===== config.mk =====
export PLATFORM = sky130hd
export DESIGN_NAME = pwm_soft_start_ramp_top
export DESIGN_NICKNAME = d
export VERILOG_FILES = /design/src/hw/rtl/pssr_pkg.sv /design/src/hw/rtl/pssr_ctrl.sv /design/src/hw/rtl/pssr_datapath.sv /design/src/hw/rtl/pwm_soft_start_ramp_top.sv
export VERILOG_INCLUDE_DIRS = /design/src /design/src/hw/rtl
export SDC_FILE = /design/constraint.sdc
export NUM_CORES = 1
export LEC_CHECK = 0
export ABC_AREA = 1
export ABC_CLOCK_PERIOD_IN_PS = 7500
export BUFFER_PORTS_ARGS = -buffer_cell sky130_fd_sc_hd__buf_2
export CAP_MARGIN = 5
export CORE_ASPECT_RATIO = 1.75
export CORE_MARGIN = 2
export CORE_UTILIZATION = 39
export CTS_CLUSTER_SIZE = 10
export DETAILED_ROUTE_END_ITERATION = 7
export PLACE_DENSITY = 0.61
export SLEW_MARGIN = 0
export SYNTH_ARGS = -nofsm -noshare
export SYNTH_HDL_FRONTEND = slang
export SYNTH_SLANG_ARGS = --single-unit

===== constraint.sdc =====
create_clock -name clock -period 7.5 [get_ports clock]
set_input_delay 1.5 -clock clock [delete_from_list [all_inputs] [get_ports clock]]
set_output_delay 1.5 -clock clock [all_outputs]
set_load 0.01 [all_outputs]

===== src/hw/rtl/pwm_soft_start_ramp_top_defines.svh =====
// Assertion macros shared by the soft-start ramp RTL.
`ifndef PWM_SOFT_START_RAMP_TOP_DEFINES_SVH
`define PWM_SOFT_START_RAMP_TOP_DEFINES_SVH

`ifndef ASSERT_OFF
// Checked property, disabled while reset is high.
`define PSSR_ASSERT(label, clk, rst, prop) \
   label: assert property (@(posedge clk) disable iff (rst) prop) \
      else $error("pssr assertion failed");
// Checked property, also checked during reset.
`define PSSR_ASSERT_ALWAYS(label, clk, prop) \
   label: assert property (@(posedge clk) prop) \
      else $error("pssr assertion failed");
`else
`define PSSR_ASSERT(label, clk, rst, prop)
`define PSSR_ASSERT_ALWAYS(label, clk, prop)
`endif

`endif


===== src/hw/rtl/pssr_pkg.sv =====
// Shared types and constants of the PWM soft-start ramp generator.
package pssr_pkg;

   // Request operation codes
   typedef enum logic [1:0] {
      OP_TICK  = 2'd0,
      OP_START = 2'd1,
      OP_STOP  = 2'd2,
      OP_SET   = 2'd3
   } op_type;

   // CSR indexes
   localparam int unsigned CSR_IDX_W = 2;
   localparam logic [CSR_IDX_W-1:0] CSR_RAMP_TIME  = 2'd0;
   localparam logic [CSR_IDX_W-1:0] CSR_STEP_TOTAL = 2'd1;
   localparam logic [CSR_IDX_W-1:0] CSR_CEILING    = 2'd2;
   localparam int unsigned CSR_DATA_W = 16;

   // CSR reset values
   localparam logic [15:0] RAMP_TIME_RST  = 16'd1000;
   localparam logic [7:0]  STEP_TOTAL_RST = 8'd10;
   localparam logic [6:0]  CEILING_RST    = 7'd100;

   // Hard duty limit in percent
   localparam logic [6:0] DUTY_LIMIT = 7'd100;

   // Divider: one quotient bit per cycle over the 16-bit dividend
   localparam int unsigned DIV_STEPS = 16;
   localparam int unsigned DIV_CNT_W = $clog2(DIV_STEPS);

   typedef struct packed {
      op_type     operation;
      logic [7:0] requested_duty;
   } req_payload_type;

   typedef struct packed {
      logic [6:0] duty_out;
      logic       ramping;
   } rsp_payload_type;

   // Controller to datapath commands
   typedef struct packed {
      logic exec_now;   // apply a tick, stop or set-duty request
      logic div_load;   // latch divider operands for a start request
      logic div_step;   // one divider iteration
      logic div_finish; // apply the start request from the quotients
   } cmd_type;

endpackage


===== src/hw/rtl/pssr_ctrl.sv =====
// Controller state machine: request handshake, divider sequencing, response valid.
`include "pwm_soft_start_ramp_top_defines.svh"

module pssr_ctrl (
   input  logic              clock,
   input  logic              reset,
   input  logic              req_valid,
   input  pssr_pkg::op_type  req_op,
   output logic              req_ready,
   output logic              rsp_valid,
   input  logic              rsp_ready,
   output pssr_pkg::cmd_type cmd
);

   typedef enum logic [2:0] {
      ST_IDLE = 3'b001,
      ST_DIV  = 3'b010,
      ST_DONE = 3'b100
   } state_type;

   state_type state_ff, state_in;
   logic [pssr_pkg::DIV_CNT_W-1:0] cnt_ff, cnt_in;
   logic rsp_valid_ff, rsp_valid_in;
   logic req_take;

   // Ready only when idle and the response slot is free this cycle
   assign req_ready = (state_ff == ST_IDLE) && (!rsp_valid_ff || rsp_ready);
   assign req_take  = req_valid && req_ready;
   assign rsp_valid = rsp_valid_ff;

   // Next state and commands
   always_comb begin
      state_in = state_ff;
      cnt_in   = cnt_ff;
      cmd      = '0;
      unique case (state_ff)
         ST_IDLE: begin
            if (req_take) begin
               if (req_op == pssr_pkg::OP_START) begin
                  cmd.div_load = 1'b1;
                  cnt_in       = '0;
                  state_in     = ST_DIV;
               end else begin
                  cmd.exec_now = 1'b1;
               end
            end
         end
         ST_DIV: begin
            cmd.div_step = 1'b1;
            cnt_in       = cnt_ff + 1'b1;
            if (cnt_ff == pssr_pkg::DIV_CNT_W'(pssr_pkg::DIV_STEPS - 1)) begin
               state_in = ST_DONE;
            end
         end
         ST_DONE: begin
            cmd.div_finish = 1'b1;
            state_in       = ST_IDLE;
         end
         default: begin
            state_in = ST_IDLE;
         end
      endcase
   end

   // Response valid: set when a result is written, cleared when taken
   always_comb begin
      rsp_valid_in = rsp_valid_ff;
      if (rsp_valid_ff && rsp_ready) begin
         rsp_valid_in = 1'b0;
      end
      if (cmd.exec_now || cmd.div_finish) begin
         rsp_valid_in = 1'b1;
      end
   end

   always_ff @(posedge clock) begin
      if (reset) begin
         state_ff     <= ST_IDLE;
         cnt_ff       <= '0;
         rsp_valid_ff <= 1'b0;
      end else begin
         state_ff     <= state_in;
         cnt_ff       <= cnt_in;
         rsp_valid_ff <= rsp_valid_in;
      end
   end

   // Checks
   `PSSR_ASSERT(a_div_no_rsp, clock, reset, state_ff == ST_DIV |-> !rsp_valid_ff)
   `PSSR_ASSERT(a_done_gives_rsp, clock, reset, state_ff == ST_DONE |=> rsp_valid_ff && state_ff == ST_IDLE)
   `PSSR_ASSERT(a_start_enters_div, clock, reset, cmd.div_load |=> state_ff == ST_DIV && cnt_ff == '0)
   `PSSR_ASSERT(a_busy_not_ready, clock, reset, state_ff != ST_IDLE |-> !req_ready)

endmodule


===== src/hw/rtl/pssr_datapath.sv =====
// Datapath: CSRs, ramp state, two-lane iterative divider and result fields.
`include "pwm_soft_start_ramp_top_defines.svh"

module pssr_datapath (
   input  logic                                clock,
   input  logic                                reset,
   input  pssr_pkg::cmd_type                   cmd,
   input  pssr_pkg::req_payload_type           req_payload,
   input  logic                                csr_we,
   input  logic [pssr_pkg::CSR_IDX_W-1:0]      csr_index,
   input  logic [pssr_pkg::CSR_DATA_W-1:0]     csr_wdata,
   output pssr_pkg::rsp_payload_type           rsp_payload
);

   // Restoring divider step: returns {remainder, shifted dividend/quotient}
   function automatic logic [23:0] div_iter(input logic [7:0] rem, input logic [15:0] dvd,
                                            input logic [7:0] dsr);
      logic [8:0] trial;
      logic [8:0] diff;
      logic       qbit;
      trial = {rem, dvd[15]};
      diff  = trial - {1'b0, dsr};
      qbit  = (trial >= {1'b0, dsr});
      return {(qbit ? diff[7:0] : trial[7:0]), dvd[14:0], qbit};
   endfunction

   logic [15:0] ramp_time_ff;
   logic [7:0]  step_total_ff;
   logic [6:0]  ceiling_ff;

   logic [6:0]  duty_ff, duty_in;
   logic        busy_ff, busy_in;
   logic [7:0]  steps_ff, steps_in;
   logic [15:0] ms_ff, ms_in;
   logic [15:0] period_ff, period_in;
   logic [6:0]  inc_ff, inc_in;

   logic [15:0] dvd_a_ff, dvd_b_ff;
   logic [7:0]  rem_a_ff, rem_b_ff;
   logic [7:0]  dsr_ff;
   logic [23:0] step_a, step_b;

   logic [6:0]  eff_ceil;
   logic [7:0]  eff_steps;
   logic [7:0]  add_sum;
   logic [6:0]  add_clamped;
   logic [15:0] ms_plus;
   logic [6:0]  start_inc;

   // Effective register values
   assign eff_ceil  = (ceiling_ff > pssr_pkg::DUTY_LIMIT) ? pssr_pkg::DUTY_LIMIT : ceiling_ff;
   assign eff_steps = (step_total_ff == 8'd0) ? 8'd1 : step_total_ff;

   // CSR writes
   always_ff @(posedge clock) begin
      if (reset) begin
         ramp_time_ff  <= pssr_pkg::RAMP_TIME_RST;
         step_total_ff <= pssr_pkg::STEP_TOTAL_RST;
         ceiling_ff    <= pssr_pkg::CEILING_RST;
      end else if (csr_we) begin
         unique case (csr_index)
            pssr_pkg::CSR_RAMP_TIME:  ramp_time_ff  <= csr_wdata;
            pssr_pkg::CSR_STEP_TOTAL: step_total_ff <= csr_wdata[7:0];
            pssr_pkg::CSR_CEILING:    ceiling_ff    <= csr_wdata[6:0];
            default: begin
            end
         endcase
      end
   end

   // Divider lanes: step period and duty increment share the divisor
   assign step_a = div_iter(rem_a_ff, dvd_a_ff, dsr_ff);
   assign step_b = div_iter(rem_b_ff, dvd_b_ff, dsr_ff);

   always_ff @(posedge clock) begin
      if (cmd.div_load) begin
         dvd_a_ff <= ramp_time_ff;
         dvd_b_ff <= {9'd0, eff_ceil};
         rem_a_ff <= '0;
         rem_b_ff <= '0;
         dsr_ff   <= eff_steps;
      end else if (cmd.div_step) begin
         rem_a_ff <= step_a[23:16];
         dvd_a_ff <= step_a[15:0];
         rem_b_ff <= step_b[23:16];
         dvd_b_ff <= step_b[15:0];
      end
   end

   // One ramp increment with ceiling clamp
   assign add_sum     = {1'b0, duty_ff} + {1'b0, inc_ff};
   assign add_clamped = (add_sum > {1'b0, eff_ceil}) ? eff_ceil : add_sum[6:0];
   assign ms_plus     = ms_ff + 16'd1;
   assign start_inc   = (dvd_b_ff == 16'd0) ? 7'd1 : dvd_b_ff[6:0];

   // Ramp state update
   always_comb begin
      duty_in   = duty_ff;
      busy_in   = busy_ff;
      steps_in  = steps_ff;
      ms_in     = ms_ff;
      period_in = period_ff;
      inc_in    = inc_ff;
      if (cmd.exec_now) begin
         unique case (req_payload.operation)
            pssr_pkg::OP_STOP: begin
               busy_in  = 1'b0;
               steps_in = '0;
               ms_in    = '0;
               duty_in  = '0;
            end
            pssr_pkg::OP_SET: begin
               busy_in  = 1'b0;
               steps_in = '0;
               ms_in    = '0;
               duty_in  = (req_payload.requested_duty > {1'b0, eff_ceil}) ?
                          eff_ceil : req_payload.requested_duty[6:0];
            end
            pssr_pkg::OP_TICK: begin
               if (busy_ff) begin
                  ms_in = ms_plus;
                  if (ms_plus >= period_ff) begin
                     ms_in = '0;
                     if (steps_ff < eff_steps) begin
                        duty_in  = add_clamped;
                        steps_in = steps_ff + 8'd1;
                     end else begin
                        duty_in  = eff_ceil;
                        busy_in  = 1'b0;
                        steps_in = '0;
                     end
                  end
               end
            end
            default: begin
            end
         endcase
      end else if (cmd.div_finish) begin
         // Start: first increment applied at once, zero period ends the ramp
         period_in = dvd_a_ff;
         inc_in    = start_inc;
         ms_in     = '0;
         if (dvd_a_ff == 16'd0) begin
            duty_in  = eff_ceil;
            busy_in  = 1'b0;
            steps_in = '0;
         end else begin
            duty_in  = (start_inc > eff_ceil) ? eff_ceil : start_inc;
            busy_in  = 1'b1;
            steps_in = 8'd1;
         end
      end
   end

   always_ff @(posedge clock) begin
      if (reset) begin
         duty_ff   <= '0;
         busy_ff   <= 1'b0;
         steps_ff  <= '0;
         ms_ff     <= '0;
         period_ff <= '0;
         inc_ff    <= '0;
      end else begin
         duty_ff   <= duty_in;
         busy_ff   <= busy_in;
         steps_ff  <= steps_in;
         ms_ff     <= ms_in;
         period_ff <= period_in;
         inc_ff    <= inc_in;
      end
   end

   // State only changes once the previous response is taken, so it is the result
   assign rsp_payload.duty_out = duty_ff;
   assign rsp_payload.ramping  = busy_ff;

   // Checks
   `PSSR_ASSERT(a_duty_limit, clock, reset, duty_ff <= pssr_pkg::DUTY_LIMIT)
   `PSSR_ASSERT(a_busy_period, clock, reset, busy_ff |-> period_ff != 16'd0 && ms_ff < period_ff)
   `PSSR_ASSERT(a_idle_clean, clock, reset, !busy_ff |-> steps_ff == 8'd0 && ms_ff == 16'd0)

endmodule


===== src/hw/rtl/pwm_soft_start_ramp_top.sv =====
// PWM soft-start ramp generator: top level joining controller and datapath.
//
// Usage:
//   req channel (valid/ready) carries one request: a 1 ms tick, start ramp,
//   stop, or set duty. Every request gives exactly one response on the rsp
//   channel (valid/ready) holding the present duty percent and ramp flag.
//   csr port: write-only, csr_we with csr_index 0 ramp time (ms), 1 step
//   count, 2 duty ceiling; write only while no request is outstanding.
// Response timing and throughput:
//   tick, stop and set-duty: response valid in the cycle after acceptance;
//   one such request per cycle while the receiver keeps rsp_ready high.
//   start: the response waits for the 16 iterations of the
//   one-bit-per-cycle divider that forms period and increment together.
// Reset (synchronous, active high): duty 0, no ramp, CSRs to 1000 ms,
//   10 steps and 100 percent.
// Stall: a response waits in place while rsp_ready is low; a new request
//   is taken in the same cycle the waiting response is taken.
module pwm_soft_start_ramp_top (
   input  logic                                clock,
   input  logic                                reset,
   input  logic                                req_valid,
   output logic                                req_ready,
   input  pssr_pkg::req_payload_type           req_payload,
   output logic                                rsp_valid,
   input  logic                                rsp_ready,
   output pssr_pkg::rsp_payload_type           rsp_payload,
   input  logic                                csr_we,
   input  logic [pssr_pkg::CSR_IDX_W-1:0]      csr_index,
   input  logic [pssr_pkg::CSR_DATA_W-1:0]     csr_wdata
);

   pssr_pkg::cmd_type cmd;

   // Sequencing
   pssr_ctrl u_ctrl (
      .clock     (clock),
      .reset     (reset),
      .req_valid (req_valid),
      .req_op    (req_payload.operation),
      .req_ready (req_ready),
      .rsp_valid (rsp_valid),
      .rsp_ready (rsp_ready),
      .cmd       (cmd)
   );

   // Ramp arithmetic and state
   pssr_datapath u_datapath (
      .clock       (clock),
      .reset       (reset),
      .cmd         (cmd),
      .req_payload (req_payload),
      .csr_we      (csr_we),
      .csr_index   (csr_index),
      .csr_wdata   (csr_wdata),
      .rsp_payload (rsp_payload)
   );

endmodule


==> results of run 1 <==
-- synth_stat cells (7+ instances only) --
master,instances,share of area [%]
nand2_1,192,8.3
inv_1,161,7.0
dfxtp_1,119,28
o21ai_0,105,6.1
a21oi_1,98,5.7
nor2_1,92,4.0
ha_1,73,11
nand3_1,48,2.8
clkbuf_1,39,1.7
edfxtp_1,31,11
xor2_1,24,2.4
o211ai_1,15,1.3
nand4_1,14,1.0
nor3_1,11,0.64
a22oi_1,9,0.78
a211oi_2,8,1.2
o21ai_1,7,0.41
-- metal layers --
| layer | GRT usage, % | vias up | share of wire [%] |
|---|---|---|---|
| met5 | 0 | - | 0 |
| met4 | 13.22 | 0 | 6.4 |
| met3 | 2.657 | 57 | 2.5 |
| met2 | 35.92 | 142 | 52 |
| met1 | 22.10 | 3450 | 39 |
| li1 | - | 3779 | - |
-- power groups by stage --
stage / clock network, mW / registers, mW / logic (mW)
global route: 0.943 / 0.882 / 0.308
floorplan: 0 / 0.890 / 0.195
finish: 0.894 / 0.879 / 0.271
detailed placement: 0 / 0.896 / 0.270
global placement: 0 / 0.896 / 0.266
CTS: 0.909 / 0.879 / 0.272
-- through the flow --
step | std cells | setup slack, ns
after floorplan | 1126 | 4.166
after global placement | 1424 | 3.780
after detailed placement | 1424 | 3.748
after CTS | 1456 | 3.747
after global routing | 1456 | 3.496
final | 1456 | 3.794
-- logic make-up after synthesis --
kind of cell | Yosys count
flops | 150
xor+xnor | 30
fa+ha+maj | 76
buf+inv | 216
compound gates | 268
simple gates | 386
-- registers in the layout, summed over array words and instances (netlist names) --
| signal | count |
|---|---|
| u_ctrl.cnt_ff | 4 |
| u_datapath.ramp_time_ff | 16 |
| u_datapath.period_ff | 16 |
| u_datapath.ceiling_ff | 7 |
| u_datapath.dvd_a_ff | 16 |
| u_datapath.duty_ff | 7 |
| u_datapath.rem_b_ff | 8 |
| u_datapath.inc_ff | 7 |
| u_ctrl.state_ff | 3 |
| u_datapath.steps_ff | 8 |
| u_datapath.ms_ff | 16 |
| u_datapath.step_total_ff | 8 |
| u_datapath.rem_a_ff | 8 |
| u_datapath.dvd_b_ff | 16 |
| u_ctrl.rsp_valid | 1 |
| u_datapath.dsr_ff | 8 |
| u_datapath.busy_ff | 1 |
-- critical path, cell delays in order --
cell and delay (ns):
buf_2 0.10, nor2_1 0.33, nor2_4 0.10, buf_2 0.17
-- worst paths after layout --
kind	to	slack [ns]	from	cells past startpoint
setup / recovery	req_ready	3.79	rsp_ready	4
hold / removal	u_datapath.dsr_ff[6]$_DFFE_PP_	0.44	u_datapath.step_total_ff[6]$_SDFFE_PP0P_	0
setup reg to reg	u_datapath.steps_ff[5]$_SDFFE_PP0P_	3.96	u_datapath.ms_ff[0]$_SDFFE_PP0P_	23
hold reg to reg	u_datapath.dsr_ff[6]$_DFFE_PP_	0.44	u_datapath.step_total_ff[6]$_SDFFE_PP0P_	0
-- final cells by class --
type                            count  area (um^2)  area share, %
Multi-Input combinational cell    760         4499          46.38
Sequential cell                   150         3313          34.15
Inverter                          168        634.4          6.539
Clock buffer                       19        432.9          4.462
Tap cell                          296        370.4          3.817
Timing Repair Buffer               50        270.3          2.786
Clock inverter                     13        181.4          1.870
==> results.ini, run 1 <==
[grt]
grt_pass1_wl_um = 36640
antenna_found_initial = 0
grt_max_degree = 52
grt_pass1_vias = 7216
gr-total-overflow = 0
grt.total_usage_pct = 20.33

[power]
power_density_nw_per_um2 = 210.7
swShare_pct = 26.51
leakage_nw = 4.517
power_switching_mw = 0.5418
power_frac_seq_pct = 43.0
pwr-share-comb_pct = 13.2
p_int_mw = 1.502
power_mw = 2.044
peakVddDrop_mv = 0.1320
pwr-share-clk_pct = 43.8

[setup_path]
path_class = in -> out
crit_path_end_kind = primary output
startpoint_type = input pin
arrival_ns = 2.21
crit_required_ns = 6.00
cp_max_fo = 3

[clock_network]
clkLatencyLatePin_ns = 0.43
clkSinkCount = 150
cts_inserted_buffers = 17
tritoncts = done
cts_hold_buf = 0
postCtsSetupRepairBufs = 0
clock_path_buffers = 2
cts_max_level = 4
cts_root_buf = clkbuf_16
cts_resized = 0
path_clk_slew_ns = 0.06

[floorplanning]
coreArea_um2 = 21890
die_w_um = 116.5
boundaryPins = 43
row_count = 72
initial_core_util_pct = 39.46
fp.dieArea_um2 = 23400
dieHeight_um = 200.9

[drt]
drtIter0Drc = 367
post_drt_via_cell_ratio = 5.102
postRouteAntennaNets = 0
drt-total-wl_um = 22820
wl_per_cell_um = 15.68
drt_pre_antenna_iters = 5
drc = 0
vias = 7428

[sta]
slew_headroom_pct = 46.75
finalHoldViolations = 0
period_needed_ns = 3.706
drv_slew = 0
fin_tns_setup_ns = 0
rsz0062_at_grt = no
finalSetupViolCount = 0
worst_hold_slack_ns = 0.4449
tightest_slew_ns = 0.7914
finalClockSkew_ns = 0.008207
fmax_mhz = 269.8
post-route-period-util_pct = 49.41

[layout]
fillers = 2216
fin_util_pct = 44.32
drive_gt1_share_pct = 10.17
final_cell_area_um2 = 9702
area_growth_pct = 12.31
nets = 1256
num_antenna_cells = 0
final_common_cell = nand2_1
layout_common_cells = nand2_1 (192), inv_1 (160), dfxtp_1 (119), o21ai_0 (105), a21oi_1 (98)

[yosys]
muxShareOfSynthArea_pct = 0
syn_area_per_cell_um2 = 7.672
syn_inst = 1126
yosys.area_share.adder_pct = 11.27
syn_nets = 1235
synth_top_family_by_area = simple AND/OR/NAND/NOR gates
seq_area_frac_synth_pct = 38.35
ys.flop_type = dfxtp_1
synth_compound_area_share_pct = 17.77
synth-edff-count = 31
ys_seq_elements = 150
ys.warnings.count = 0
synth_xor_area_share_pct = 3.042
synthSimpleGateAreaFrac_pct = 19.73
synthArstFlopShare_pct = 0
synth_cell_types = 53
syn_area_um2 = 8638

[placement]
hpwl_um = 17460
routabilityCongestion = 0.9878
placed_cell_area_um2 = 9087
io_buffers = 42

[flow_run]
drv_cap = 0

[outcome]
outcome = complete, no violations

[worst_hold_path]
hold_path_class = reg -> reg

Note: power is estimated with default switching activity, not from simulation.
==> run 2: changes to the inputs <==
--- a/config.mk
+++ b/config.mk
@@ -7,7 +7,7 @@
 export NUM_CORES = 1
 export LEC_CHECK = 0
 export ABC_AREA = 1
-export ABC_CLOCK_PERIOD_IN_PS = 7500
+export ABC_CLOCK_PERIOD_IN_PS = 3100
 export BUFFER_PORTS_ARGS = -buffer_cell sky130_fd_sc_hd__buf_2
 export CAP_MARGIN = 5
 export CORE_ASPECT_RATIO = 1.75
@@ -15,7 +15,7 @@
 export CORE_UTILIZATION = 39
 export CTS_CLUSTER_SIZE = 10
 export DETAILED_ROUTE_END_ITERATION = 7
-export PLACE_DENSITY = 0.61
+export PLACE_DENSITY = 0.63
 export SLEW_MARGIN = 0
 export SYNTH_ARGS = -nofsm -noshare
 export SYNTH_HDL_FRONTEND = slang
==> constraint.sdc (replaced) <==
create_clock -name clock -period 3.1 [get_ports clock]
set_input_delay 0.62 -clock clock [delete_from_list [all_inputs] [get_ports clock]]
set_output_delay 0.62 -clock clock [all_outputs]
set_load 0.01 [all_outputs]
==> run 2 against run 1 <==
Net effect: the flow now finishes with violations (setup timing); clock power up 140%; count of clock-buffer cells in the layout up 2; flip-flop and latch count did not move; routed wire length grew 0.81%; cell count up 3.6%; non-clock buffer count rose by 52; first-iteration DRC count is 3.3% higher; critical path depth is 18 higher; critical endpoint is now u_datapath.steps_ff[3]$_SDFFE_PP0P_; largest cell class unchanged; total power rose by 150%.
==> results.ini, run 2 (same netlist as run 1, synthesis figures left out) <==
[outcome]
outcome = finished, violations left
failed_checks = setup timing

[sta]
fin_tns_setup_ns = -0.1588  ; -0.1588 ns
worst_hold_slack_ns = 0.4118  ; -0.03311 ns
slew_headroom_pct = 52.28  ; +5.5 points
finalClockSkew_ns = 0.009343  ; +0.001136 ns
rsz0062_at_grt = yes
finalHoldViolations = 0  ; unchanged
drv_slew = 0  ; unchanged
layout_setup_ws_ns = -0.04952  ; -3.843 ns
fmax_mhz = 317.5
finalSetupViolCount = 11  ; +11
period_needed_ns = 3.150
tightest_slew_ns = 0.7159  ; -0.07552 ns
post-route-period-util_pct = 101.6

[layout]
fillers = 2136  ; -3.6%
num_antenna_cells = 0  ; unchanged
drive_gt1_share_pct = 18.05  ; +7.9 points
nets = 1309  ; +4.2%
layout_common_cells = nand2_1 (188), inv_1 (157), dfxtp_1 (116), o21ai_0 (96), a21oi_1 (88)
seq_area_um2 = 3322  ; +0.26%
final_common_cell = nand2_1
area_growth_pct = 20.12
final_cell_area_um2 = 10380  ; +7.0%
multi_input_area_um2 = 4743  ; +5.4%
fin_util_pct = 47.40  ; +3.1 points
instances_no_fill = 1509  ; +3.6%

[grt]
globalRoute.busiestLayer = met2
met3_usage_pct = 3.653  ; +1.0 points
gr-total-overflow = 0  ; unchanged
grt_pass1_vias = 7676  ; +6.4%
grtUsageMet2_pct = 37.02  ; +1.1 points
grt_pass1_wl_um = 37400  ; +2.1%
grt_max_degree = 46  ; -12%
antenna_found_initial = 0  ; unchanged
grt.total_usage_pct = 20.63  ; +0.30 points
grtUsageMet1_pct = 21.38  ; -0.72 points

[clock_network]
clkLatencyLatePin_ns = 0.43  ; about the same
cts_max_level = 4  ; unchanged
tritoncts = done
path_clk_slew_ns = 0.06  ; about the same
cts_root_buf = clkbuf_16
clkSinkCount = 150  ; unchanged
clock_path_buffers = 2  ; unchanged
cts_inserted_buffers = 17  ; unchanged
cts_hold_buf = 0  ; unchanged

[setup_path]
path_common_cell = buf_4
crit_chain = ha_4 -> nand2_2 -> nor2_4 -> nand3_2 -> nor2_2 -> buf_4 -> buf_4 -> buf_4 -> buf_4 -> buf_4 -> buf_4 -> nor2_1 -> nor2_1 -> ha_1 -> nand2_1 -> nor3_4 -> nand3_2 -> nand4_1 -> nand2_4 -> inv_8 -> nand4_1 -> a21oi_2
arrival_ns = 3.51  ; +1.30 ns
crit_required_ns = 3.46  ; -2.54 ns
path_class = reg -> reg
startpoint_type = register
crit_path_end_kind = register
crit_slowest_cell = dfxtp_4
critical_path.max_stage_delay_ns = 0.37  ; +0.04 ns
cp_max_fo = 20  ; +17

[floorplanning]
row_count = 72  ; unchanged
dieHeight_um = 200.9  ; unchanged
coreArea_um2 = 21890  ; unchanged
initial_core_util_pct = 39.46  ; unchanged
die_w_um = 116.5  ; unchanged
fp.dieArea_um2 = 23400  ; unchanged
boundaryPins = 43  ; unchanged

[drt]
vias = 7681  ; +3.4%
drt_pre_antenna_iters = 5  ; unchanged
drtIter0Drc = 379  ; +3.3%
drt-total-wl_um = 23010  ; +0.81%
post_drt_via_cell_ratio = 5.090  ; -0.23%
wl_per_cell_um = 15.25  ; -2.7%
postRouteAntennaNets = 0  ; unchanged
drc = 0  ; unchanged

[power]
peakVddDrop_mv = 0.3842  ; +190%
power_mw = 5.045  ; +150%
power_density_nw_per_um2 = 486.2  ; +130%
leakage_nw = 4.830  ; +6.9%

[flow_run]
drv_cap = 0  ; unchanged

[placement]
pre_cts_slack_ns = -0.2467  ; -3.994 ns
place_inst = 1456  ; +2.2%
placed_cell_area_um2 = 9328  ; +2.6%
io_buffers = 42  ; unchanged
hpwl_um = 17430  ; -0.19%
routabilityCongestion = 0.9661  ; -2.2%

[worst_hold_path]
hold_path_class = in -> reg

==> run 2: worst paths after layout <==
check | from | endpoint | slack, ns | cells after the start
worst max-delay path | u_datapath.ms_ff[0]$_SDFFE_PP0P_ | u_datapath.steps_ff[3]$_SDFFE_PP0P_ | -0.05 | 22
worst min-delay path | csr_wdata[9] | u_datapath.ramp_time_ff[9]$_SDFFE_PP1P_ | 0.41 | 3
worst max register to register | u_datapath.ms_ff[0]$_SDFFE_PP0P_ | u_datapath.steps_ff[3]$_SDFFE_PP0P_ | -0.05 | 22
worst min register to register | u_datapath.step_total_ff[6]$_SDFFE_PP0P_ | u_datapath.dsr_ff[6]$_DFFE_PP_ | 0.44 | 0
==> run 2: cell type report <==
type	instances	share of cell area [%]
inverter	168	6.186
clock buffer	21	4.546
tap	296	3.569
timing repair buffer	102	6.560
sequential	150	32.01
multi-input combinational	761	45.71
clock inverter	11	1.411
==> run 2: what timing repair did <==
action                     CTS  global route
buffers inserted            14             5
pin swaps                   15            27
cloned                       2             0
gates resized for setup     34            41
setup endpoints to repair   31            31
==> run 2: metal layers <==
layer,vias up,wire (um)
met2,176,12110
met1,3548,8551
met4,0,1517
met5,-,0
li1,3883,-
met3,74,830
==> run 2: critical path: cells and delay by family (launching register included) <==
kind / cells / cell delay [ns]
AOI/OAI and AO/OA: 1 / 0.15
adders and majority gates: 2 / 0.44
buffers and inverters: 7 / 0.86
DFF: 1 / 0.37
and+or+nand+nor: 12 / 1.25
==> run 2: power breakdown <==
part           total, mW  switching (mW)  leakage (nW)  internal (mW)
clock network       2.16           0.825         0.295           1.34
registers           2.13          0.0589          1.25           2.07
logic              0.758           0.480          3.28          0.278
total               5.04            1.36          4.83           3.68
